`src/design/rfd_pkg.sv`:
```
// ----------------------------------------------------------------------------
// Ring fault diagnosis package
// Shared types, codes and helper functions for the ring diagnosis table.
// ----------------------------------------------------------------------------
package rfd_pkg;

  localparam int MAX_NODES   = 8;
  localparam int NODE_W      = 3;
  localparam int COUNT_W     = 4;
  localparam int KIND_W      = 2;
  localparam int ENTRY_W     = 2;
  localparam int VEC_W       = MAX_NODES * ENTRY_W;
  localparam int QUEUE_DEPTH = 4;
  localparam int QPTR_W      = 2;
  localparam int QCNT_W      = 3;

  localparam logic [KIND_W-1:0] KIND_TEST     = 2'd0;
  localparam logic [KIND_W-1:0] KIND_FAULT    = 2'd1;
  localparam logic [KIND_W-1:0] KIND_RECOVERY = 2'd2;

  localparam logic [ENTRY_W-1:0] ENTRY_NORMAL  = 2'd0;
  localparam logic [ENTRY_W-1:0] ENTRY_FAULTY  = 2'd1;
  localparam logic [ENTRY_W-1:0] ENTRY_UNKNOWN = 2'd2;

  localparam logic [COUNT_W-1:0] COUNT_MIN   = 4'd2;
  localparam logic [COUNT_W-1:0] COUNT_MAX   = 4'd8;
  localparam logic [COUNT_W-1:0] COUNT_RESET = 4'd8;

  typedef logic [MAX_NODES-1:0][ENTRY_W-1:0] row_t;

  typedef struct packed {
    logic [KIND_W-1:0] kind;
    logic [NODE_W-1:0] node;
  } in_item_t;

  typedef struct packed {
    logic [NODE_W-1:0] tester;
    logic [VEC_W-1:0]  diag_vector;
    logic              found_healthy;
  } out_item_t;

  typedef enum logic [1:0] {
    OP_TEST    = 2'd0,
    OP_FAULT   = 2'd1,
    OP_RECOVER = 2'd2
  } cmd_op_t;

  typedef struct packed {
    cmd_op_t           op;
    logic [NODE_W-1:0] node;
  } cmd_t;

  function automatic logic [COUNT_W-1:0] active_count(input logic [COUNT_W-1:0] cnt);
    logic [COUNT_W-1:0] n;
    begin
      n = cnt;
      if (cnt < COUNT_MIN) n = COUNT_MIN;
      if (cnt > COUNT_MAX) n = COUNT_MAX;
      return n;
    end
  endfunction

  function automatic row_t reset_row(input logic [NODE_W-1:0] idx);
    row_t row;
    begin
      for (int k = 0; k < MAX_NODES; k++) begin
        row[k] = (k[NODE_W-1:0] == idx) ? ENTRY_NORMAL : ENTRY_UNKNOWN;
      end
      return row;
    end
  endfunction

  function automatic logic [NODE_W-1:0] next_node(input logic [NODE_W-1:0] x,
                                                  input logic [COUNT_W-1:0] n);
    logic [COUNT_W-1:0] inc;
    begin
      inc = {1'b0, x} + 4'd1;
      return (inc == n) ? '0 : inc[NODE_W-1:0];
    end
  endfunction

endpackage

```
`src/design/rfd_front.sv`:
```
// ----------------------------------------------------------------------------
// Ring diagnosis front end
// Accepts events, drops those outside the ring or of an unused kind, and
// turns the rest into commands for the queue.
// ----------------------------------------------------------------------------
module rfd_front (
  input  logic                         clk,
  input  logic                         rst,
  input  logic                         in_valid,
  output logic                         in_stall,
  input  rfd_pkg::in_item_t            in_data,
  input  logic [rfd_pkg::COUNT_W-1:0]  node_count,
  output logic                         push,
  output rfd_pkg::cmd_t                push_cmd,
  input  logic                         full
);

  logic [rfd_pkg::COUNT_W-1:0] n_eff;
  logic                        in_range;
  logic                        known_kind;
  logic                        accepted;

  assign n_eff      = rfd_pkg::active_count(node_count);
  assign in_range   = {1'b0, in_data.node} < n_eff;
  assign known_kind = (in_data.kind == rfd_pkg::KIND_TEST) ||
                      (in_data.kind == rfd_pkg::KIND_FAULT) ||
                      (in_data.kind == rfd_pkg::KIND_RECOVERY);
  assign in_stall   = full;
  assign accepted   = in_valid && !full;
  assign push       = accepted && in_range && known_kind;

  always_comb begin
    push_cmd.node = in_data.node;
    case (in_data.kind)
      rfd_pkg::KIND_FAULT:    push_cmd.op = rfd_pkg::OP_FAULT;
      rfd_pkg::KIND_RECOVERY: push_cmd.op = rfd_pkg::OP_RECOVER;
      default:                push_cmd.op = rfd_pkg::OP_TEST;
    endcase
  end

endmodule

```
`src/design/rfd_queue.sv`:
```
// ----------------------------------------------------------------------------
// Ring diagnosis command queue
// Short FIFO that decouples event intake from command execution.
// ----------------------------------------------------------------------------
module rfd_queue (
  input  logic          clk,
  input  logic          rst,
  input  logic          push,
  input  rfd_pkg::cmd_t push_cmd,
  output logic          full,
  output logic          pop_valid,
  input  logic          pop,
  output rfd_pkg::cmd_t pop_cmd
);

  rfd_pkg::cmd_t               slots [rfd_pkg::QUEUE_DEPTH];
  logic [rfd_pkg::QPTR_W-1:0]  wr_ptr;
  logic [rfd_pkg::QPTR_W-1:0]  rd_ptr;
  logic [rfd_pkg::QCNT_W-1:0]  count;
  logic                        do_pop;

  assign full      = count == rfd_pkg::QCNT_W'(rfd_pkg::QUEUE_DEPTH);
  assign pop_valid = count != '0;
  assign pop_cmd   = slots[rd_ptr];
  assign do_pop    = pop && pop_valid;

  always_ff @(posedge clk) begin
    if (push) begin
      slots[wr_ptr] <= push_cmd;
    end
  end

  always_ff @(posedge clk) begin
    if (rst) begin
      wr_ptr <= '0;
      rd_ptr <= '0;
      count  <= '0;
    end else begin
      if (push) wr_ptr <= wr_ptr + 1'b1;
      if (do_pop) rd_ptr <= rd_ptr + 1'b1;
      if (push && !do_pop) begin
        count <= count + 1'b1;
      end else if (do_pop && !push) begin
        count <= count - 1'b1;
      end
    end
  end

endmodule

```
`src/design/rfd_back.sv`:
```
// ----------------------------------------------------------------------------
// Ring diagnosis back end
// Executes queued commands: keeps the failed flags and the diagnosis rows,
// walks the successors of a tester and delivers its vector.
// ----------------------------------------------------------------------------
module rfd_back (
  input  logic                         clk,
  input  logic                         rst,
  input  logic                         cmd_valid,
  output logic                         cmd_pop,
  input  rfd_pkg::cmd_t                cmd,
  input  logic [rfd_pkg::COUNT_W-1:0]  node_count,
  output logic                         out_valid,
  input  logic                         out_stall,
  output rfd_pkg::out_item_t           out_data
);

  typedef enum logic [4:0] {
    S_IDLE  = 5'b00001,
    S_LOAD  = 5'b00010,
    S_WALK  = 5'b00100,
    S_COPY  = 5'b01000,
    S_WRITE = 5'b10000
  } state_t;

  state_t                             state;
  logic [rfd_pkg::MAX_NODES-1:0]      failed;
  logic [rfd_pkg::MAX_NODES-1:0]      row_valid;
  rfd_pkg::row_t                      mem [rfd_pkg::MAX_NODES];
  rfd_pkg::row_t                      rd_row;
  logic                               rd_row_valid;
  logic [rfd_pkg::NODE_W-1:0]         rd_row_idx;
  logic                               rd_en;
  logic [rfd_pkg::NODE_W-1:0]         rd_addr;
  rfd_pkg::row_t                      eff_row;
  rfd_pkg::row_t                      work;
  rfd_pkg::row_t                      copy_row;
  rfd_pkg::row_t                      shown_row;
  logic [rfd_pkg::NODE_W-1:0]         tester;
  logic [rfd_pkg::NODE_W-1:0]         succ;
  logic [rfd_pkg::NODE_W-1:0]         step;
  logic                               found;
  logic [rfd_pkg::COUNT_W-1:0]        n_eff;
  logic                               out_free;
  logic                               walk_last;

  assign n_eff     = rfd_pkg::active_count(node_count);
  assign out_free  = !out_valid || !out_stall;
  assign cmd_pop   = state == S_IDLE;
  assign walk_last = {1'b0, step} == (n_eff - 4'd1);
  assign eff_row   = rd_row_valid ? rd_row : rfd_pkg::reset_row(rd_row_idx);

  always_comb begin
    rd_en   = 1'b0;
    rd_addr = cmd.node;
    case (state)
      S_IDLE: begin
        rd_en   = cmd_valid && (cmd.op == rfd_pkg::OP_TEST) && !failed[cmd.node];
        rd_addr = cmd.node;
      end
      S_WALK: begin
        rd_en   = !failed[succ];
        rd_addr = succ;
      end
      default: begin
        rd_en   = 1'b0;
        rd_addr = cmd.node;
      end
    endcase
  end

  // Entries strictly beyond the found successor, in ring order from the tester.
  always_comb begin
    logic [rfd_pkg::COUNT_W-1:0] ring_ofs;
    for (int k = 0; k < rfd_pkg::MAX_NODES; k++) begin
      if (k[rfd_pkg::NODE_W-1:0] >= tester) begin
        ring_ofs = rfd_pkg::COUNT_W'(k) - {1'b0, tester};
      end else begin
        ring_ofs = rfd_pkg::COUNT_W'(k) + n_eff - {1'b0, tester};
      end
      if ((rfd_pkg::COUNT_W'(k) < n_eff) && (ring_ofs > {1'b0, step})) begin
        copy_row[k] = eff_row[k];
      end else begin
        copy_row[k] = work[k];
      end
    end
  end

  always_comb begin
    for (int k = 0; k < rfd_pkg::MAX_NODES; k++) begin
      shown_row[k] = (rfd_pkg::COUNT_W'(k) < n_eff) ? work[k] : rfd_pkg::ENTRY_NORMAL;
    end
  end

  always_ff @(posedge clk) begin
    if (rd_en) begin
      rd_row       <= mem[rd_addr];
      rd_row_valid <= row_valid[rd_addr];
      rd_row_idx   <= rd_addr;
    end
    if (state == S_WRITE && out_free) begin
      mem[tester] <= work;
    end
  end

  always_ff @(posedge clk) begin
    case (state)
      S_IDLE: begin
        tester <= cmd.node;
      end
      S_LOAD: begin
        work <= eff_row;
        step <= rfd_pkg::NODE_W'(1);
        succ <= rfd_pkg::next_node(tester, n_eff);
      end
      S_WALK: begin
        if (failed[succ]) begin
          work[succ] <= rfd_pkg::ENTRY_FAULTY;
          found      <= 1'b0;
          step       <= step + 1'b1;
          succ       <= rfd_pkg::next_node(succ, n_eff);
        end else begin
          work[succ] <= rfd_pkg::ENTRY_NORMAL;
        end
      end
      S_COPY: begin
        work  <= copy_row;
        found <= 1'b1;
      end
      default: begin
      end
    endcase
    if (state == S_WRITE && out_free) begin
      out_data.tester        <= tester;
      out_data.diag_vector   <= shown_row;
      out_data.found_healthy <= found;
    end
  end

  always_ff @(posedge clk) begin
    if (rst) begin
      state     <= S_IDLE;
      failed    <= '0;
      row_valid <= '0;
      out_valid <= 1'b0;
    end else begin
      if (out_valid && !out_stall && state != S_WRITE) out_valid <= 1'b0;
      case (state)
        S_IDLE: begin
          if (cmd_valid) begin
            case (cmd.op)
              rfd_pkg::OP_FAULT:   failed[cmd.node] <= 1'b1;
              rfd_pkg::OP_RECOVER: failed[cmd.node] <= 1'b0;
              default: begin
                if (!failed[cmd.node]) state <= S_LOAD;
              end
            endcase
          end
        end
        S_LOAD: begin
          state <= S_WALK;
        end
        S_WALK: begin
          if (!failed[succ]) begin
            state <= S_COPY;
          end else if (walk_last) begin
            state <= S_WRITE;
          end
        end
        S_COPY: begin
          state <= S_WRITE;
        end
        S_WRITE: begin
          if (out_free) begin
            row_valid[tester] <= 1'b1;
            out_valid         <= 1'b1;
            state             <= S_IDLE;
          end
        end
        default: begin
          state <= S_IDLE;
        end
      endcase
    end
  end

endmodule

```
`src/design/ring_fault_diagnosis_table_top.sv`:
```
// ----------------------------------------------------------------------------
// Ring fault diagnosis table
// A front end classifies events into a four-entry command queue; a back end
// executes them one at a time. Fault and recovery events, and a test by a
// failed node, are handled without leaving the idle state. A test by a
// healthy node reads the tester's row in the idle state, loads it, examines
// the successors in ring order up to and including the first healthy one
// (whose row is read as it is examined), merges that row, and then writes
// the row back and loads the output register. When every successor has
// failed there is no merge step. A stalled output holds the back end in its
// write state. The walk over successors sets the rate. Events dropped as
// out of range or of an unused kind cost nothing in the back end. The node
// count register takes effect at once and should be written only while the
// block is idle.
// ----------------------------------------------------------------------------
module ring_fault_diagnosis_table_top (
  input  logic                         clk,
  input  logic                         rst,
  input  logic                         in_valid,
  output logic                         in_stall,
  input  rfd_pkg::in_item_t            in_data,
  output logic                         out_valid,
  input  logic                         out_stall,
  output rfd_pkg::out_item_t           out_data,
  input  logic                         cfg_write,
  input  logic [rfd_pkg::COUNT_W-1:0]  cfg_data
);

  logic [rfd_pkg::COUNT_W-1:0] node_count;
  logic                        push;
  rfd_pkg::cmd_t               push_cmd;
  logic                        full;
  logic                        cmd_valid;
  logic                        cmd_pop;
  rfd_pkg::cmd_t               cmd;

  always_ff @(posedge clk) begin
    if (rst) begin
      node_count <= rfd_pkg::COUNT_RESET;
    end else if (cfg_write) begin
      node_count <= cfg_data;
    end
  end

  rfd_front u_front (
    .clk        (clk),
    .rst        (rst),
    .in_valid   (in_valid),
    .in_stall   (in_stall),
    .in_data    (in_data),
    .node_count (node_count),
    .push       (push),
    .push_cmd   (push_cmd),
    .full       (full)
  );

  rfd_queue u_queue (
    .clk       (clk),
    .rst       (rst),
    .push      (push),
    .push_cmd  (push_cmd),
    .full      (full),
    .pop_valid (cmd_valid),
    .pop       (cmd_pop),
    .pop_cmd   (cmd)
  );

  rfd_back u_back (
    .clk        (clk),
    .rst        (rst),
    .cmd_valid  (cmd_valid),
    .cmd_pop    (cmd_pop),
    .cmd        (cmd),
    .node_count (node_count),
    .out_valid  (out_valid),
    .out_stall  (out_stall),
    .out_data   (out_data)
  );

endmodule

```
`config.mk`:
```
export PLATFORM = sky130hd
export DESIGN_NAME = ring_fault_diagnosis_table_top
export DESIGN_NICKNAME = d
export VERILOG_FILES = /design/src/design/rfd_pkg.sv /design/src/design/rfd_front.sv /design/src/design/rfd_queue.sv /design/src/design/rfd_back.sv /design/src/design/ring_fault_diagnosis_table_top.sv
export SDC_FILE = /design/constraint.sdc
export NUM_CORES = 1
export LEC_CHECK = 0
export BUFFER_PORTS_ARGS = -buffer_cell sky130_fd_sc_hd__buf_2
export CAP_MARGIN = 5
export CORE_MARGIN = 3
export CORE_UTILIZATION = 50
export DETAILED_ROUTE_END_ITERATION = 8
export PLACE_DENSITY_LB_ADDON = 0.3
export SYNTH_ARGS = -nofsm -noshare
export SYNTH_HDL_FRONTEND = slang
export SYNTH_SLANG_ARGS = --single-unit
```
`constraint.sdc`:
```
create_clock -name clk -period 4.18 [get_ports clk]
set_input_delay 0.418 -clock clk [delete_from_list [all_inputs] [get_ports clk]]
set_output_delay 0.418 -clock clk [all_outputs]
set_load 0.02 [all_outputs]
```
# ---- Word-level counts from Yosys, hierarchy flattened
# Memory sizes are Yosys's and may differ from the RTL's. A register that Yosys moved wholly into a read port is not among the register bits.
# Cells that the tools add are included.
dict set report op_classes {
  addsub 31
  order_cmp 34
  n_eq_ne 35
  n_mux 71
  bitwise_logic 9
  reduce_logical 55
}
# op count
set ops {}
lappend ops {{one-hot mux 16 bit (3 select lines)} 1}
lappend ops {{two-way mux 4 bit} 10}
lappend ops {{two-way mux 2 bit} 19}
lappend ops {{greater-than comparator 4 x 3 -> 1 bit} 8}
lappend ops {{two-way mux 16 bit} 2}
lappend ops {{subtractor 4 x 3 -> 4 bit} 8}
lappend ops {{two-way mux 5 bit} 6}
lappend ops {{one-hot mux 5 bit (5 select lines)} 1}
lappend ops {{bitwise OR 8 bit} 3}
lappend ops {{logical AND 1 bit} 22}
lappend ops {{!= test 2 x 1 -> 1 bit, second input constant} 11}
lappend ops {{AND reduction 2 bit} 11}
lappend ops {{two-way mux 3 bit} 7}
lappend ops {{adder 3 x 4 -> 4 bit, first input constant} 4}
lappend ops {{bitwise AND 16 bit} 1}
lappend ops {{bitwise AND 8 bit} 2}
lappend ops {{< comparator 3 x 4 -> 1 bit, first input constant} 4}
lappend ops {{< comparator 3 x 4 -> 1 bit, second input constant} 4}
lappend ops {{inverter 16 bit} 1}
lappend ops {{inverter 8 bit} 2}
lappend ops {{one-hot mux 8 bit (2 select lines)} 1}
lappend ops {{subtractor 3 x 3 -> 4 bit, first input constant} 4}
lappend ops {{two-way mux 1 bit} 13}
lappend ops {{equality test 3 bit, first input constant} 4}
lappend ops {{other kinds (48)} 86}
dict set report totals {
  ff_bits 83
  mem_bits_rw 148
  in_bits 14
  elab_cells 269
  mem_count 2
}
# name words word_bits rd rd_clocked_by_memory_dff write_ports line_no
set mem_list {}
lappend mem_list {u_back.mem 8 16 1 1 1 rfd_back.sv:29} ;# rfd_pkg::row_t mem [rfd_pkg::MAX_NODES];
lappend mem_list {u_queue.slots 4 5 1 1 1 rfd_queue.sv:16} ;# rfd_pkg::cmd_t slots [rfd_pkg::QUEUE_DEPTH];

# ---- Longest topological paths before layout
# Gate-level depths: netlist of the first run.
dict set report depth {
  depth_word 10
  mapped_depth 15
}

# ---- Cells and area by module
# From an unflattened synthesis of the first run, not the netlist that was laid out.
dict set report unflattened {
  cells_unflattened 1029
  hier_area_um2 12767.2
}
# module instances cells_each area_per_inst_um2
set by_module_without_submodules {}
lappend by_module_without_submodules {rfd_back 1 928 11307.1}
lappend by_module_without_submodules {rfd_queue 1 70 1179.9}
lappend by_module_without_submodules {ring_fault_diagnosis_table_top 1 13 143.9}
lappend by_module_without_submodules {rfd_front 1 18 136.4}

# ---- Least setup slack after synthesis of the first run
# Ideal clock, no wire load.
dict set report synth_timing {
  kind {flip-flop to flip-flop}
  from {register node_count[2] (netlist name)}
  to {register with a tool-made name}
  setup_ns 0.327
  arrival_ns 3.370
  required_time_ns 3.853
  setup_slack_ns 0.483
  path_stages_with_launch 16
  synth_period_minus_slack_ns 3.697
  cell_sequence {dfxtp_1 clkbuf_1 a21oi_1 inv_1 ha_1 inv_1 ha_1 inv_1 fa_1 mux2_2 ha_1 o21a_1 o21ai_0 o21ai_0 o21bai_1 a221oi_1}
}
# element line_no
set synth_rtl {}
lappend synth_rtl {{from (decl)} ring_fault_diagnosis_table_top.sv:29} ;# logic [rfd_pkg::COUNT_W-1:0] node_count;
lappend synth_rtl {{from (signal assigned)} ring_fault_diagnosis_table_top.sv:39} ;# node_count <= rfd_pkg::COUNT_RESET;
lappend synth_rtl {{from (signal assigned)} ring_fault_diagnosis_table_top.sv:41} ;# node_count <= cfg_data;

==> results.json, run 1 <==
{
  "post_synthesis_sequential_element_count": 249,
  "ant_nets": 0,
  "cts_buffer_depth": 3,
  "dp_hpwl_um": 17400,
  "layout_overhead_on_the_synthesized_area_pct": 11.8,
  "fp.dieH_um": 160,
  "cellLeakagePower_nw": 5.00,
  "setup_viol": 0,
  "clkSinkCount": 249,
  "finalCoreUtilization_pct": 57.8,
  "avgSynthCellArea_um2": 13.9,
  "slew-limit-headroom_pct": 37.8,
  "die_x_um": 160,
  "cp_arrival_ps": 3920,
  "setup.worst_path.end_class": "register",
  "worst_slew_pin_slew_ps": 929,
  "report.power.total_mw": 8.12,
  "timing.hold.worst_path_depth": 3,
  "first_iter_violations": 606,
  "min_period_over_period_pct": 88.6,
  "synth.distinct_cells": 59,
  "synth_top_flop_cell": "edfxtp_1",
  "boundaryPins": 36,
  "run_status": "finished clean",
  "regToRegSetupSlack_ps": 480,
  "finalSetupTns_ps": 0,
  "post_synth_instance_area_um2": 11900,
  "fp.dieArea_um2": 25700,
  "sequential_power_share_pct": 37.8,
  "clockRootBuffer": "clkbuf_16",
  "power.share.combinational_pct": 33.5,
  "firstDrtPassIters": 5,
  "htree_num_levels": 1,
  "max_clock_freq_mhz": 270,
  "share_clk_of_total_power_pct": 28.7,
  "ys_warn_count": 0,
  "r2r.worst_path.cells": 12,
  "hold_slack_ps": 120,
  "number_of_antenna_violations_at_the_first_check_in_global_routing": 0,
  "hold_path_end": "node_count[3]",
  "worst_ep_required_time_ps": 4400,
  "powerDensity_nw_per_um2": 609,
  "max-cap-violations": 0,
  "min_delay_path_class": "in -> reg",
  "post_cts_clock_slew_at_the_launch_and_capture_registers_of_the_worst_setup_and_hold_paths_ps": 60,
  "num-fill-cells": 1778,
  "unrepaired_setup_endpoints_after_global_routing": "false",
  "hold_viol_final": 0,
  "worstPathMaxFanout": 14,
  "clkLatencyLatePin_ps": 530,
  "proportion_of_total_power_due_to_net_switching_pct": 32.5,
  "synth-edff-count": 214,
  "finalNonFillerCells": 1241,
  "vdd_drop_max_v": 0.000454,
  "ctsResizeCount": 0,
  "final.setup_skew_ps": 9.16,
  "groute.usage.overall_pct": 20.4,
  "grt_max_degree": 36,
  "buffer_ports.inserted": 35,
  "cts_buffers": 26,
  "via_count_of_the_first_global_routing_pass": 7116,
  "diodes": 0,
  "place_congestion": 0.878,
  "layout.nets": 999,
  "drive_above_1_share_pct": 13.9,
  "finalMaxSlewViolations": 0,
  "synthesis.nets": 950,
  "tritoncts": "done",
  "globalRoute.totalOverflow": 0,
  "synth-async-reset-ratio_pct": 0,
  "remaining_drc_errors": 0,
  "rr_startpoint": "u_back.tester[2]",
  "critical_path.startpoint_type": "register",
  "min_cycle_time_layout_ps": 3700,
  "worst_hold_startpoint": "cfg_data[3]",
  "global_route_wire_length_before_repair_um": 41000,
  "initial_utilization_pct": 51.7,
  "cell_internal_pwr_mw": 5.49,
  "switching_power_mw": 2.64,
  "drt_wl_total_um": 26000,
  "path_class": "reg -> reg",
  "cts.repair_timing.setup_buffer_count": 0,
  "core-area_um2": 23100,
  "dpl.cell_count": 1193,
  "synth_cells": 859,
  "wire_per_inst_um": 20.9,
  "vias": 7074,
  "post_cts_hold_buffer_count": 0,
  "placement_rows": 55,
  "routed_via_density": 5.70,
  "ys_seq_area_share_pct": 59.8
}
[synth_stat cells, types with 10 or more instances]
cell type,count,area share (%)
mux4_2,23,4.3
mux4_1,16,3.5
xnor2_1,11,0.81
a21oi_1,23,0.97
dfxtp_1,35,5.9
nand2_1,87,2.7
o21ai_0,37,1.6
edfxtp_1,214,54
and3_1,10,0.52
nor2b_1,27,1.4
mux2i_1,30,2.5
clkbuf_1,21,0.66
nor2_1,47,1.5
nand3_1,22,0.92
o21a_1,25,1.6
xor2_1,10,0.73
ha_1,72,7.6
inv_1,37,1.2
[metal layers]
layer / share of wire, % / GRT usage (%) / up-vias
met2: 48 / 33.6 / 211
li1: - / - / 3303
met5: 0 / 0 / -
met1: 44 / 28.4 / 3505
met3: 5.7 / 3.40 / 55
met4: 2.9 / 5.76 / 0
[final cells by class]
type	count	area (um2)	share of cell area [%]
clock buffer	30	666	4.99
clock inverter	18	205	1.54
inverter	39	146	1.10
multi-input combinational	541	4500	33.8
sequential	249	7130	53.4
tap	313	392	2.94
timing repair buffer	51	295	2.21
[power by group through the flow]
stage                     clock network [mW]  registers [mW]  logic, mW
after floorplan                            0            3.06       2.09
after global placement                     0            3.12       2.68
after detailed placement                   0            3.12       2.70
after CTS                               2.37            3.07       2.73
after global routing                    2.48            3.09       3.03
final                                   2.33            3.07       2.72
[layout by cell type (no fill, tap or decap), types with 4 or more instances in the layout]
cell type,netlist,layout
clkbuf_1,21,4
or2_2,4,4
ha_1,72,72
dfxtp_1,35,35
nor3_1,8,8
mux2_2,5,5
fa_1,5,5
xnor2_1,11,11
mux2i_1,30,29
and3_1,10,10
nand3_1,22,22
nand3b_1,6,6
buf_4,0,16
edfxtp_1,214,214
nand2b_1,8,8
xor2_1,10,10
a21boi_0,7,7
nand2_1,87,87
o21ai_0,37,37
bufinv_16,0,4
o21a_1,25,25
nor2b_1,27,27
clkbuf_16,0,26
mux4_2,23,23
and2_1,8,8
buf_2,4,35
clkinv_1,2,7
o22ai_1,5,5
or3_1,5,5
mux4_1,16,16
clkinv_2,0,5
o31ai_1,4,4
nor2_1,47,47
a21oi_1,23,22
inv_1,37,37
[state kept, by name (all words and copies together) (netlist names), 2 cells and up, named ones only]
register,count
u_queue.rd_ptr,2
u_back.out_data,20
u_back.tester,3
u_queue.slots,20
node_count,4
u_back.step,3
u_queue.wr_ptr,2
u_back.rd_row,16
u_back.succ,3
u_back.mem,128
u_back.work,8
u_back.rd_row_idx,3
u_queue.count,3
u_back.state,5
u_back.row_valid,8
[worst max-delay path: stages, from the launching register on]
cell and delay [ps]:
edfxtp_1 660, inv_1 390, fa_1 630, inv_1 60
ha_1 280, nor2_1 90, nor2_1 50, ha_1 320
o21a_1 110, o21ai_0 60, a21o_1 210, a21oi_1 240
a21boi_0 280
[stage by stage]
stage,worst slack (ps),instance area [um2]
after floorplan,483,11900
after global placement,578,12500
after detailed placement,502,12500
after CTS,514,13300
after global routing,266,13300
final,478,13300
[kinds of logic after synthesis]
kind of cell / Yosys count / share of synthesized area [%]
AO/OA/AOI/OAI: 125 / 6.68
XOR/XNOR: 21 / 1.54
adder cells (fa/ha/maj): 77 / 8.39
buffers and inverters: 69 / 2.68
flip-flops: 249 / 59.8
multiplexers: 76 / 11.1
AND/OR/NAND/NOR: 242 / 9.84
[worst max path at each step]
stage | slack [ps] | end | start
global placement | 580 | register | u_back.tester[2]
detailed placement | 500 | register | u_back.tester[2]
global route | 270 | register | node_count[3]
CTS | 510 | register | u_back.tester[2]
finish | 480 | register | u_back.tester[2]
floorplan | 480 | register | node_count[2]
Note: power is estimated with default switching activity, not from simulation.
==> run 2: changes to the inputs <==
CORE_ASPECT_RATIO = 0.6   (was not set)
TNS_END_PERCENT = 1   (was not set)
==> run 2 against run 1 <==
Non-clock buffer count down 1. Critical path depth grew 2. Cell area decreased by 1.3%. Final cell count is 0.40% lower. Largest power group unchanged. Clock power decreased by 14%. Power is 2.9% lower. Setup slack improved by 3.6 ps. Sequential share of layout area rose by 0.72 points.
==> results.json, run 2 (same netlist as run 1, synthesis figures left out) <==
{
  "cts_buffers": 23,
  "remaining_drc_errors": 0,
  "reg_top3": "u_back.mem x128, u_back.out_data x20, u_queue.slots x20",
  "min_cycle_time_layout_ps": 3700,
  "drt_wl_total_um": 27600,
  "powerDensity_nw_per_um2": 600,
  "diodes": 0,
  "cp_arrival_ps": 3900,
  "run_status": "finished clean",
  "most_used_cells_in_the_layout_excluding_fill_and_tap_cells": "edfxtp_1 (214), nand2_1 (87), ha_1 (72)",
  "firstDrtPassIters": 5,
  "dpl_worst_slack_ps": 567,
  "proportion_of_total_power_due_to_net_switching_pct": 34.0,
  "drive_above_1_share_pct": 13.2,
  "vias": 7161,
  "routed-wl-met2_um": 10600,
  "min_period_over_period_pct": 88.5,
  "critical_path_cell_by_cell": "nor2_1 -> or2_2 -> ha_1 -> inv_1 -> ha_1 -> inv_1 -> fa_1 -> mux2_2 -> ha_1 -> o21a_1 -> o21ai_0 -> a31oi_1 -> o21a_1 -> a21boi_0",
  "sequential_power_share_pct": 38.7,
  "post_cts_hold_buffer_count": 0,
  "timing.critical_path.buf_inv": 2,
  "clkSinkCount": 249,
  "dr.max_layer_used": "met4",
  "groute.usage.overall_pct": 21.6,
  "initial_utilization_pct": 51.3,
  "max_clock_freq_mhz": 270,
  "fp.dieArea_um2": 25800,
  "switching_power_mw": 2.69,
  "layout_overhead_on_the_synthesized_area_pct": 10.3,
  "first_iter_violations": 763,
  "layout.nets": 995,
  "register_area_um2": 7130,
  "dp_hpwl_um": 19000,
  "largest_reg_by_ff_count": "u_back.mem",
  "place_congestion": 0.936,
  "critPathMaxStageDelay_ps": 500,
  "critical_path_startpoint": "node_count[2]",
  "global_route_wire_length_before_repair_um": 42000,
  "routed-wl-met3_um": 2790,
  "crit_cells": 14,
  "worst_slew_pin_slew_ps": 1110,
  "critPathSlowestCell": "dfxtp_1",
  "finalSetupTns_ps": 0,
  "finalMaxSlewViolations": 0,
  "min_delay_path_class": "in -> reg",
  "power.share.combinational_pct": 35.9,
  "vdd_drop_max_v": 0.000331,
  "largest_reg_flops": 128,
  "most_frequent_standard_cell_in_the_layout_excluding_fill_and_tap_cells": "edfxtp_1",
  "buffer_ports.inserted": 35,
  "fp.dieH_um": 126,
  "ctsResizeCount": 0,
  "num-fill-cells": 1883,
  "path_class": "reg -> reg",
  "rr_startpoint": "node_count[2]",
  "m1WireLength_um": 13800,
  "timing.hold.worst_path_depth": 3,
  "globalRoute.totalOverflow": 0,
  "cts_buffer_depth": 3,
  "hold_viol_final": 0,
  "placement_rows": 43,
  "htree_num_levels": 1,
  "routed_via_density": 5.79,
  "cell_class_contributing_the_biggest_share_of_worst_path_delay": "adder cells",
  "die_x_um": 205,
  "r2r.worst_path.cells": 14,
  "clockRootBuffer": "clkbuf_16",
  "unrepaired_setup_endpoints_after_global_routing": "false",
  "slew-limit-headroom_pct": 25.9,
  "share_clk_of_total_power_pct": 25.3,
  "cellLeakagePower_nw": 4.91,
  "worst_ep_required_time_ps": 4380,
  "setup_viol": 0,
  "clkLatencyLatePin_ps": 520,
  "critical_path.startpoint_type": "register",
  "cts.repair_timing.setup_buffer_count": 0,
  "grt_max_degree": 36,
  "setup.worst_path.end_class": "register",
  "regToRegSetupSlack_ps": 480,
  "cell_internal_pwr_mw": 5.21,
  "max-cap-violations": 0,
  "number_of_antenna_violations_at_the_first_check_in_global_routing": 0,
  "post_cts_clock_slew_at_the_launch_and_capture_registers_of_the_worst_setup_and_hold_paths_ps": 70,
  "boundaryPins": 36,
  "core-area_um2": 23200,
  "timing.final.ws_setup_ps": 482,
  "final.setup_skew_ps": 25.8,
  "wire_per_inst_um": 22.3,
  "tritoncts": "done",
  "worst_path_most_repeated_cell": "ha_1",
  "via_count_of_the_first_global_routing_pass": 6828,
  "multi_input_comb_area_um2": 4500,
  "worstPathMaxFanout": 10,
  "ant_nets": 0
}
## run 2: cell count changes in the layout (fill, tap and decap cells not counted), sizes merged
cell and change:
bufinv -3, inv +2, clkinv -4, clkbuf -1, buf -1
## run 2: stage by stage
stage | instances | instance area, um2 | power [mW] | util [%] | hold WS [ps]
after CTS | 1236 | 13200 | 7.90 | 56.6 | 100
after global routing | 1236 | 13200 | 8.37 | 56.6 | 127
final | 1236 | 13200 | 7.89 | 56.6 | 109
after floorplan | 859 | 11900 | 5.15 | - | 400
after global placement | 1194 | 12500 | 5.85 | 53.6 | 438
after detailed placement | 1194 | 12500 | 5.87 | 53.6 | 420
## run 2: worst min path at each step
| stage | from | endpoint |
|---|---|---|
| 2_1_floorplan | u_back.found | u_back.out_data[0] |
| 3_3_place_gp | u_back.found | u_back.out_data[0] |
| 3_5_place_dp | u_back.found | u_back.out_data[0] |
| 4_1_cts | cfg_data[3] | node_count[3] |
| 5_1_grt | cfg_data[3] | node_count[3] |
| 6_report | cfg_data[3] | node_count[3] |
## run 2: cell type report
class,instances,area share (%)
flip-flops and latches,249,54.2
repair buffers,50,2.19
clock inverters,13,0.751
inverters,39,1.11
well taps,315,3.00
clock buffers,29,4.62
multi-input cells,541,34.2
## run 2: worst reg2reg max path, stage by stage, from the launching register on
cell	delay [ps]
dfxtp_1	500
nor2_1	120
or2_2	380
ha_1	280
inv_1	70
ha_1	180
inv_1	70
fa_1	470
mux2_2	290
ha_1	300
o21a_1	130
o21ai_0	80
a31oi_1	150
o21a_1	160
a21boi_0	220
## run 2: power by group through the flow
stage	logic, mW	clock network [mW]	registers, mW
after floorplan	2.09	0	3.06
after global placement	2.74	0	3.11
after detailed placement	2.76	0	3.11
after CTS	2.80	2.04	3.06
after global routing	3.16	2.13	3.08
final	2.84	2.00	3.06
## run 2: per-layer routing
| layer | GRT usage, % | vias up |
|---|---|---|
| li1 | - | 3304 |
| met1 | 37.1 | 3524 |
| met2 | 27.2 | 300 |
| met3 | 5.76 | 33 |
| met4 | 3.97 | 0 |
| met5 | 0 | - |
==> run 3: changes to the inputs <==
CTS_BUF_LIST = sky130_fd_sc_hd__clkbuf_16   (was not set)
REMOVE_ABC_BUFFERS = 1   (was not set)
==> run 3 against run 2 <==
Register-to-register slack improved by 90 ps. Routed wire length is 2.9% lower. Utilization grew 0.24 points. Sequential power about the same. Clock skew is 19 ps lower. Non-clock buffer count up 6. Worst hold slack better by 24 ps. Critical path depth up 1. First-iteration DRC count down 2.9%. Combinational power down 2%. Largest power group unchanged. Highest routed layer unchanged.
==> results.json, run 3 (same netlist as run 1, synthesis figures left out) <==
{
  "place_congestion": 0.943,
  "tritoncts": "done",
  "min_delay_path_class": "in -> reg",
  "diodes": 0,
  "max_clock_freq_mhz": 277,
  "fp.dieArea_um2": 25800,
  "path_class": "reg -> reg",
  "r2r.worst_path.cells": 15,
  "cp_arrival_ps": 3820,
  "critPathMaxStageDelay_ps": 480,
  "initial_utilization_pct": 51.3,
  "most_frequent_standard_cell_in_the_layout_excluding_fill_and_tap_cells": "edfxtp_1",
  "vdd_drop_max_v": 0.000389,
  "htree_num_levels": 1,
  "clkSinkCount": 249,
  "layout_overhead_on_the_synthesized_area_pct": 10.8,
  "ctsResizeCount": 0,
  "routed_via_density": 5.77,
  "finalCoreUtilization_pct": 56.8,
  "unrepaired_setup_endpoints_after_global_routing": "false",
  "critical_path_cell_by_cell": "buf_4 -> a21oi_1 -> inv_1 -> ha_1 -> inv_1 -> ha_1 -> inv_1 -> fa_1 -> mux2_2 -> ha_1 -> o21a_1 -> o21ai_0 -> o21ai_0 -> o21bai_1 -> a221oi_1",
  "drive_above_1_share_pct": 13.6,
  "critPathSlowestCell": "fa_1",
  "critical_path.startpoint_type": "register",
  "powerDensity_nw_per_um2": 593,
  "min_period_over_period_pct": 86.3,
  "cts_buffer_depth": 3,
  "largest_reg_flops": 128,
  "worst_ep_required_time_ps": 4390,
  "min_cycle_time_layout_ps": 3610,
  "boundaryPins": 36,
  "drt_wl_total_um": 26800,
  "clkLatencyLatePin_ps": 520,
  "worst_slew_pin_slew_ps": 979,
  "timing.hold.worst_path_depth": 3,
  "groute.usage.overall_pct": 21.2,
  "core-area_um2": 23200,
  "global_route_wire_length_before_repair_um": 41400,
  "largest_reg_by_ff_count": "u_back.mem",
  "max-cap-violations": 0,
  "layout.nets": 1001,
  "dp_hpwl_um": 18700,
  "finalSetupTns_ps": 0,
  "slew-limit-headroom_pct": 34.7,
  "remaining_drc_errors": 0,
  "finalMaxSlewViolations": 0,
  "most_used_cells_in_the_layout_excluding_fill_and_tap_cells": "edfxtp_1 (214), nand2_1 (87), ha_1 (72)",
  "first_iter_violations": 741,
  "post_cts_clock_slew_at_the_launch_and_capture_registers_of_the_worst_setup_and_hold_paths_ps": 60,
  "final.setup_skew_ps": 6.37,
  "hold_viol_final": 0,
  "wire_per_inst_um": 21.6,
  "number_of_antenna_violations_at_the_first_check_in_global_routing": 0,
  "fp.dieH_um": 126,
  "setup.worst_path.end_class": "register",
  "clockRootBuffer": "clkbuf_16",
  "globalRoute.totalOverflow": 0,
  "cts.repair_timing.setup_buffer_count": 0,
  "setup_viol": 0,
  "run_status": "finished clean",
  "ant_nets": 0,
  "placement_rows": 43,
  "firstDrtPassIters": 5,
  "cellLeakagePower_nw": 4.96,
  "grt_max_degree": 36,
  "cts_buffers": 23,
  "vias": 7153,
  "post_cts_hold_buffer_count": 0,
  "buffer_ports.inserted": 35,
  "die_x_um": 205,
  "worstPathMaxFanout": 9,
  "reg_top3": "u_back.mem x128, u_back.out_data x20, u_queue.slots x20",
  "via_count_of_the_first_global_routing_pass": 6865
}
==> run 3: path summary, 6_finish.rpt <==
kind,start,to,slack (ps)
setup / recovery,node_count[2],register,570
hold / removal,cfg_data[3],node_count[3],130
setup reg to reg,node_count[2],register,570
hold reg to reg,u_back.row_valid[2],u_back.row_valid[2],460
==> run 3: area by class of cell <==
type	instances	area [um2]
fillers	1904	10000
flip-flops and latches	249	7130
multi-input cells	541	4500
clock buffers	23	576
well taps	315	394
repair buffers	56	333
inverters	39	146
clock inverters	17	134
==> run 3: worst max-delay path: cells and delay by family, from the launching register on <==
kind | cells | cell delay [ps]
AOI/OAI and AO/OA | 6 | 870
DFF | 1 | 310
muxes | 1 | 280
adders and majority gates | 4 | 1330
buffers and inverters | 4 | 500
==> run 3: report_power, final <==
group	total, mW	switching [mW]	internal (mW)
Combinational	2.77	1.56	1.20
Sequential	3.05	0.133	2.91
Clock	2.02	0.894	1.12
Total	7.83	2.59	5.24
==> run 3: routing by layer <==
metal	up-vias	global-route usage, %	wire length, um
met5	-	0	0
met4	0	3.53	357
met3	32	5.06	2390
met2	299	28.4	10600
met1	3510	35.3	13400
li1	3312	-	-
==> run 3: per-stage QoR <==
step / worst slack, ps / area [um2] / hold WS [ps] / std cells / power [mW]
3_5_place_dp: 588 / 12500 / 441 / 1200 / 5.82
5_1_grt: 239 / 13200 / 134 / 1240 / 8.32
2_1_floorplan: 495 / 11800 / 400 / 829 / 5.07
4_1_cts: 585 / 13200 / 121 / 1240 / 7.84
3_3_place_gp: 673 / 12500 / 442 / 1200 / 5.79
6_report: 573 / 13200 / 133 / 1240 / 7.83
